**src/design/cnaf_pkg.sv**
```systemverilog
`timescale 1ns / 1ps
// ============================================================================
// cnaf_pkg
// Shared constants, types and helpers of the four-neighbour mean filter.
// ============================================================================
package cnaf_pkg;

    // default geometry limits and pixel depth
    localparam int DEF_MAX_WIDTH  = 2048;
    localparam int DEF_MAX_HEIGHT = 4096;
    localparam int DEF_PIXEL_BITS = 8;

    // configuration register widths and reset values
    localparam int CFG_WIDTH_BITS  = 12;
    localparam int CFG_HEIGHT_BITS = 13;
    localparam int RESET_WIDTH     = 1080;
    localparam int RESET_HEIGHT    = 1920;
    localparam int MIN_DIM         = 3;

    // configuration port
    localparam int APB_ADDR_W = 3;
    localparam int APB_DATA_W = 32;

    // register indexes (taken from paddr word bit)
    localparam logic REG_FRAME_WIDTH  = 1'b0;
    localparam logic REG_FRAME_HEIGHT = 1'b1;

    // output queue depth, power of two
    localparam int FIFO_DEPTH = 4;

    // push request towards the output queue
    typedef struct packed {
        logic first;
        logic second;
    } t_push_req;

    // index of the last row or column for a requested size, clamped to MIN_DIM..hi
    function automatic int dim_last(int unsigned v, int hi);
        int r;
        begin
            if (v < MIN_DIM) r = MIN_DIM;
            else if (v > hi) r = hi;
            else r = int'(v);
            return r - 1;
        end
    endfunction

endpackage

```
**src/design/cnaf_out_fifo.sv**
```systemverilog
`timescale 1ns / 1ps
// ============================================================================
// cnaf_out_fifo
// Small result queue that takes one or two results a cycle and hands out one.
// ============================================================================
module cnaf_out_fifo #(
    parameter int DATA_W = 32
) (
    input  logic                 i_clk,
    input  logic                 i_rst_n,
    input  cnaf_pkg::t_push_req  i_push,
    input  logic [DATA_W-1:0]    i_data0,
    input  logic [DATA_W-1:0]    i_data1,
    output logic                 o_room,
    output logic                 o_valid,
    output logic [DATA_W-1:0]    o_data,
    input  logic                 i_ready
);

    localparam int DEPTH = cnaf_pkg::FIFO_DEPTH;
    localparam int PTR_W = $clog2(DEPTH);
    localparam int CNT_W = $clog2(DEPTH + 1);

    logic [DATA_W-1:0] r_mem [DEPTH];
    logic [PTR_W-1:0]  r_wp, r_rp;
    logic [CNT_W-1:0]  r_count, n_count;
    logic              pop;

    assign pop     = o_valid && i_ready;
    assign o_valid = (r_count != '0);
    assign o_data  = r_mem[r_rp];
    // space for two results even if nothing leaves this cycle
    assign o_room  = (r_count <= CNT_W'(DEPTH - 2));

    assign n_count = r_count + CNT_W'(i_push.first) + CNT_W'(i_push.second)
                     - CNT_W'(pop);

    // storage
    always_ff @(posedge i_clk) begin
        if (i_push.first) r_mem[r_wp] <= i_data0;
        if (i_push.second) r_mem[r_wp + PTR_W'(1)] <= i_data1;
    end

    // pointers and fill level
    always_ff @(posedge i_clk) begin
        if (!i_rst_n) begin
            r_wp    <= '0;
            r_rp    <= '0;
            r_count <= '0;
        end else begin
            r_wp    <= r_wp + PTR_W'(i_push.first) + PTR_W'(i_push.second);
            r_rp    <= r_rp + PTR_W'(pop);
            r_count <= n_count;
        end
    end

`ifndef SYNTH
    a_no_overflow: assert property (@(posedge i_clk) disable iff (!i_rst_n)
        r_count <= CNT_W'(DEPTH))
        else $error("result queue overflow");

    a_second_needs_first: assert property (@(posedge i_clk) disable iff (!i_rst_n)
        i_push.second |-> i_push.first)
        else $error("second result pushed without the first");

    a_push_has_room: assert property (@(posedge i_clk) disable iff (!i_rst_n)
        i_push.second |-> $past(o_room) || o_room)
        else $error("two results pushed into a full queue");
`endif

endmodule

```
**config.mk**
```make
export PLATFORM = sky130hd
export DESIGN_NAME = cnaf_out_fifo
export DESIGN_NICKNAME = d
export VERILOG_FILES = /design/src/design/cnaf_pkg.sv /design/src/design/cnaf_out_fifo.sv
export SDC_FILE = /design/constraint.sdc
export NUM_CORES = 1
export LEC_CHECK = 0
export ABC_CLOCK_PERIOD_IN_PS = 4200
export BUFFER_PORTS_ARGS = -buffer_cell sky130_fd_sc_hd__buf_2
export CAP_MARGIN = 5
export CELL_PAD_IN_SITES_DETAIL_PLACEMENT = 0
export CELL_PAD_IN_SITES_GLOBAL_PLACEMENT = 2
export CORE_MARGIN = 3
export CORE_UTILIZATION = 42
export CTS_CLUSTER_DIAMETER = 60
export DETAILED_ROUTE_END_ITERATION = 8
export PLACE_DENSITY_LB_ADDON = 0.2
export SLEW_MARGIN = 0
export SYNTH_ARGS = -nofsm -noshare
export SYNTH_HDL_FRONTEND = slang
export SYNTH_SLANG_ARGS = --single-unit
export TNS_END_PERCENT = 10
```
**constraint.sdc**
```tcl
create_clock -name i_clk -period 4.2 [get_ports i_clk]
set_input_delay 0.21 -clock i_clk [delete_from_list [all_inputs] [get_ports i_clk]]
set_output_delay 0.21 -clock i_clk [all_outputs]
set_load 0.1 [all_outputs]
```
### Word-level counts from Yosys, hierarchy flattened

Memory sizes are Yosys's and may differ from the RTL's. A register that Yosys moved wholly into a read port is not among the register bits.
Index checks and enable logic that the tools add are counted.

* register bits after elaboration: 7
* memories kept: 1
* input port bits: 69
* latch bits: 0
* logic and storage cells: 19
* bits in read-only memories: 0
* RAM bits: 128

* shift operators: 0
* $lt $le $gt $ge: 1
* div/mod/pow operators: 0
* multipliers: 0
* add/subtract/negate cells: 7
* equality and inequality tests: 0
* bitwise logic cells: 0
* muxes and demuxes: 5
* reductions and logical operators: 2

Memories
* r_mem: words 4, width 32, read ports 1, clocked after memory_dff 1, write ports 2, RTL line cnaf_out_fifo.sv:24 `logic [DATA_W-1:0] r_mem [DEPTH];`

Operator list (number)
* 2-bit by 1-bit adder with 2-bit output: 3
* 3-bit by 1-bit adder with 3-bit output: 2
* 1-bit two-way mux: 4
* 3-bit by 2-bit <= comparator with 1-bit output, second input constant: 1
* 3-bit nonzero test: 1
* 3-bit by 1-bit subtractor with 3-bit output: 1
* 2-bit by 1-bit adder with 2-bit output, second input constant: 1
* 2-bit two-way mux: 1
* 1-bit logical AND: 1

### Longest topological paths before layout

* depth after elaboration: 4
* gate-level depth with buffers: 8

### Least setup slack after synthesis

Ideal clock, no wire load.

* path kind: register to register
* start point: register r_wp[0]
* end point: memory r_mem[0][0], enable pin
* cell stages (with the launch flop): 4
* setup time: 466 ps
* arrival: 2896 ps
* clock period less this slack: 3362 ps
* path slack: 838 ps
* cells stage by stage: dfxtp_1 -> buf_2 -> nand2b_1 -> o21ai_0

RTL lines
* from (decl): RTL line cnaf_out_fifo.sv:25 `logic [PTR_W-1:0] r_wp, r_rp;`
* from (signal assigned): RTL line cnaf_out_fifo.sv:51 `r_wp <= r_wp + PTR_W'(i_push.first) + PTR_W'(i_push.second);`
* to (decl): RTL line cnaf_out_fifo.sv:24

==> flow_summary.toml <==
[sta]
rsz0062_at_grt = "false"
worst_pin_slew_ns = 1.17
setup-violations-final = 0
fin_crit_sh = 0.641
max_freq_mhz = 372
hold_slack_ns = 0.0882
drv_slew = 0
finalWorstSetupSlack_ns = 1.51
worst_clock_skew_ns = 0.00654
fin_tns_setup_ns = 0
finalHoldViolCount = 0
min_period_ns = 2.69
relSlewSlack = 0.221

[power_and_ir_drop]
power_density_mw_per_mm2 = 666
leakagePower_nw = 2.81
ir_worst_vdd_uv = 319

[synthesis]
synth_edf_count = 128
ys_ff_latch = 135
syn_area_sq_mm = 0.00656
avgSynthCellArea_sq_um = 18.6
ys_async_sr_fraction = 0
synthCells = 353
seq_area_frac_synth = 0.608
ys_types = 24
ys_warn_count = 0
synth_ff_type = "edfxtp_1"
syn-num-nets = 428

[routing]
vias = 3614
wire_per_inst_um = 20.7
route.final.wire_length_um = 14100
firstDrtPassIters = 4
drc = 0
viasPerCell = 5.30
antenna_left = 0
drtIter0Drc = 159

[run_status]
run_status = "complete, no violations"

[floorplan]
start_util = 0.430
die_width_um = 131
design.die.area_sq_mm = 0.0171
io-pin-count = 103
die_y_um = 131
core_area_sq_mm = 0.0153
rows = 45

[flow_run]
max_cap_viol_count = 0

[clocking]
cts.path.max_buffers = 2
cts_num_sinks = 135
postCtsHoldBufs = 0
path_clk_slew_ns = 0.05
cts_tree = "built"
cts-root-buf = "clkbuf_16"
ctsResizeCount = 0
post_cts_buffers = 0
insertion_delay_ns = 0.41
cts_buffers = 17
ctsHtreeMaxLevel = 4

[cells_and_area]
fin_nets = 535
final_util = 0.517
antenna_cells = 0
seqCellArea_sq_mm = 0.00399
multi_input_area_sq_mm = 0.00247
num-fill-cells = 1289
syn2layout_area_growth_pct = 20.2
drive_above_1_share = 0.631
final_common_cell = "edfxtp_1"
layout_common_cells = "128 x edfxtp_1, 126 x mux2_2, 102 x buf_2"

[grt]
grt_antenna_before_repair = 2
grt_max_degree = 34
grt_pass1_vias = 3821
grt_pass1_wl_um = 21400
grt_util_all_layers = 0.173
grt-ovfl-total = 0

[placed_design]
gp_congestion = 0.704
io_buffers = 102
pre_cts_ws_ns = 1.84
dp_hpwl_um = 8480

[setup_path]
worstPathArrival_ns = 2.48
startpoint_type = "flop"
critPathMaxFanout = 22
end_kind = "output pin"
path_cells = "buf_4 -> mux4_2 -> buf_2"
crit_type = "reg2out"
critPathRequiredTime_ns = 3.99
cpMaxStageDelayCell = "dfxtp_2"
max_stage_delay_ns = 0.62

[hold_path]
hold_class = "in2reg"
==> layout make-up <==
type,instances,area share
flip-flops and latches,135,0.506
multi-input cells,190,0.314
repair buffers,110,0.0740
clock buffers,24,0.0573
well taps,211,0.0335
clock inverters,6,0.0129
inverters,6,0.00286
==> sequential cells by signal, indices dropped and copies added, names as in the netlist <==
signal,cells
r_wp,2
r_rp,2
r_mem,128
r_count,3
==> through the flow <==
step	std cells	cell area (sq um)	total power, W
4_1_cts	682	7880	0.00531
5_1_grt	682	7880	0.00546
2_1_floorplan	353	6560	0.00350
3_3_place_gp	652	7330	0.00386
3_5_place_dp	652	7330	0.00387
6_report	682	7880	0.00525
==> cells by family (layout without fill, tap and decap cells) <==
logic type                 after synthesis  in the layout  synth area share
muxes                                  161            161             0.331
and+or+nand+nor                         17             17            0.0177
xor gates and xnor gates                 3              3           0.00401
adders and majority gates                6              6            0.0149
buffers and inverters                   28            146            0.0218
AOI/OAI and AO/OA                        3              3           0.00267
DFF                                    135            135             0.608
==> critical path, delay by kind of cell (launching register included) <==
kind | cells | cell delay (ns)
muxes | 1 | 0.61
buffers and inverters | 2 | 0.83
DFF | 1 | 0.62
==> worst paths after layout <==
check / to / slack [ns] / from / depth (start not counted)
setup / recovery: o_data[0] / 1.51 / r_rp[0]$_SDFF_PN0_ / 3
hold / removal: r_count[0]$_SDFF_PN0_ / 0.09 / i_rst_n / 2
setup reg to reg: r_count[2]$_SDFF_PN0_ / 1.89 / r_count[2]$_SDFF_PN0_ / 8
hold reg to reg: r_count[0]$_SDFF_PN0_ / 0.70 / r_count[0]$_SDFF_PN0_ / 2
==> routing by layer <==
metal / track usage / share of wire / vias up
met5: 0 / 0.0011 / -
met4: 0.0599 / 0.011 / 4
met3: 0.0472 / 0.043 / 18
met2: 0.286 / 0.51 / 101
met1: 0.222 / 0.43 / 1856
li1: - / - / 1635
==> synth_stat cells (2+ instances only) <==
library cell,number,area share
mux4_2,32,0.11
fa_1,3,0.0092
mux2_2,126,0.22
o21ai_0,2,0.0015
mux2_1,2,0.0034
ha_1,3,0.0057
dfxtp_1,7,0.021
buf_2,12,0.0092
nor2_1,3,0.0017
buf_4,6,0.0069
clkbuf_1,4,0.0023
xor2_1,2,0.0027
inv_1,6,0.0034
edfxtp_1,128,0.59
and2_1,8,0.0076
==> where the power goes <==
part,switching [W],leakage (nW),internal (W)
combinational,0.00149,1.29,0.000531
sequential,0.000108,1.26,0.00169
clock,0.000505,0.265,0.000921
total,0.00210,2.81,0.00315
Power figures use the tool's default switching activity.
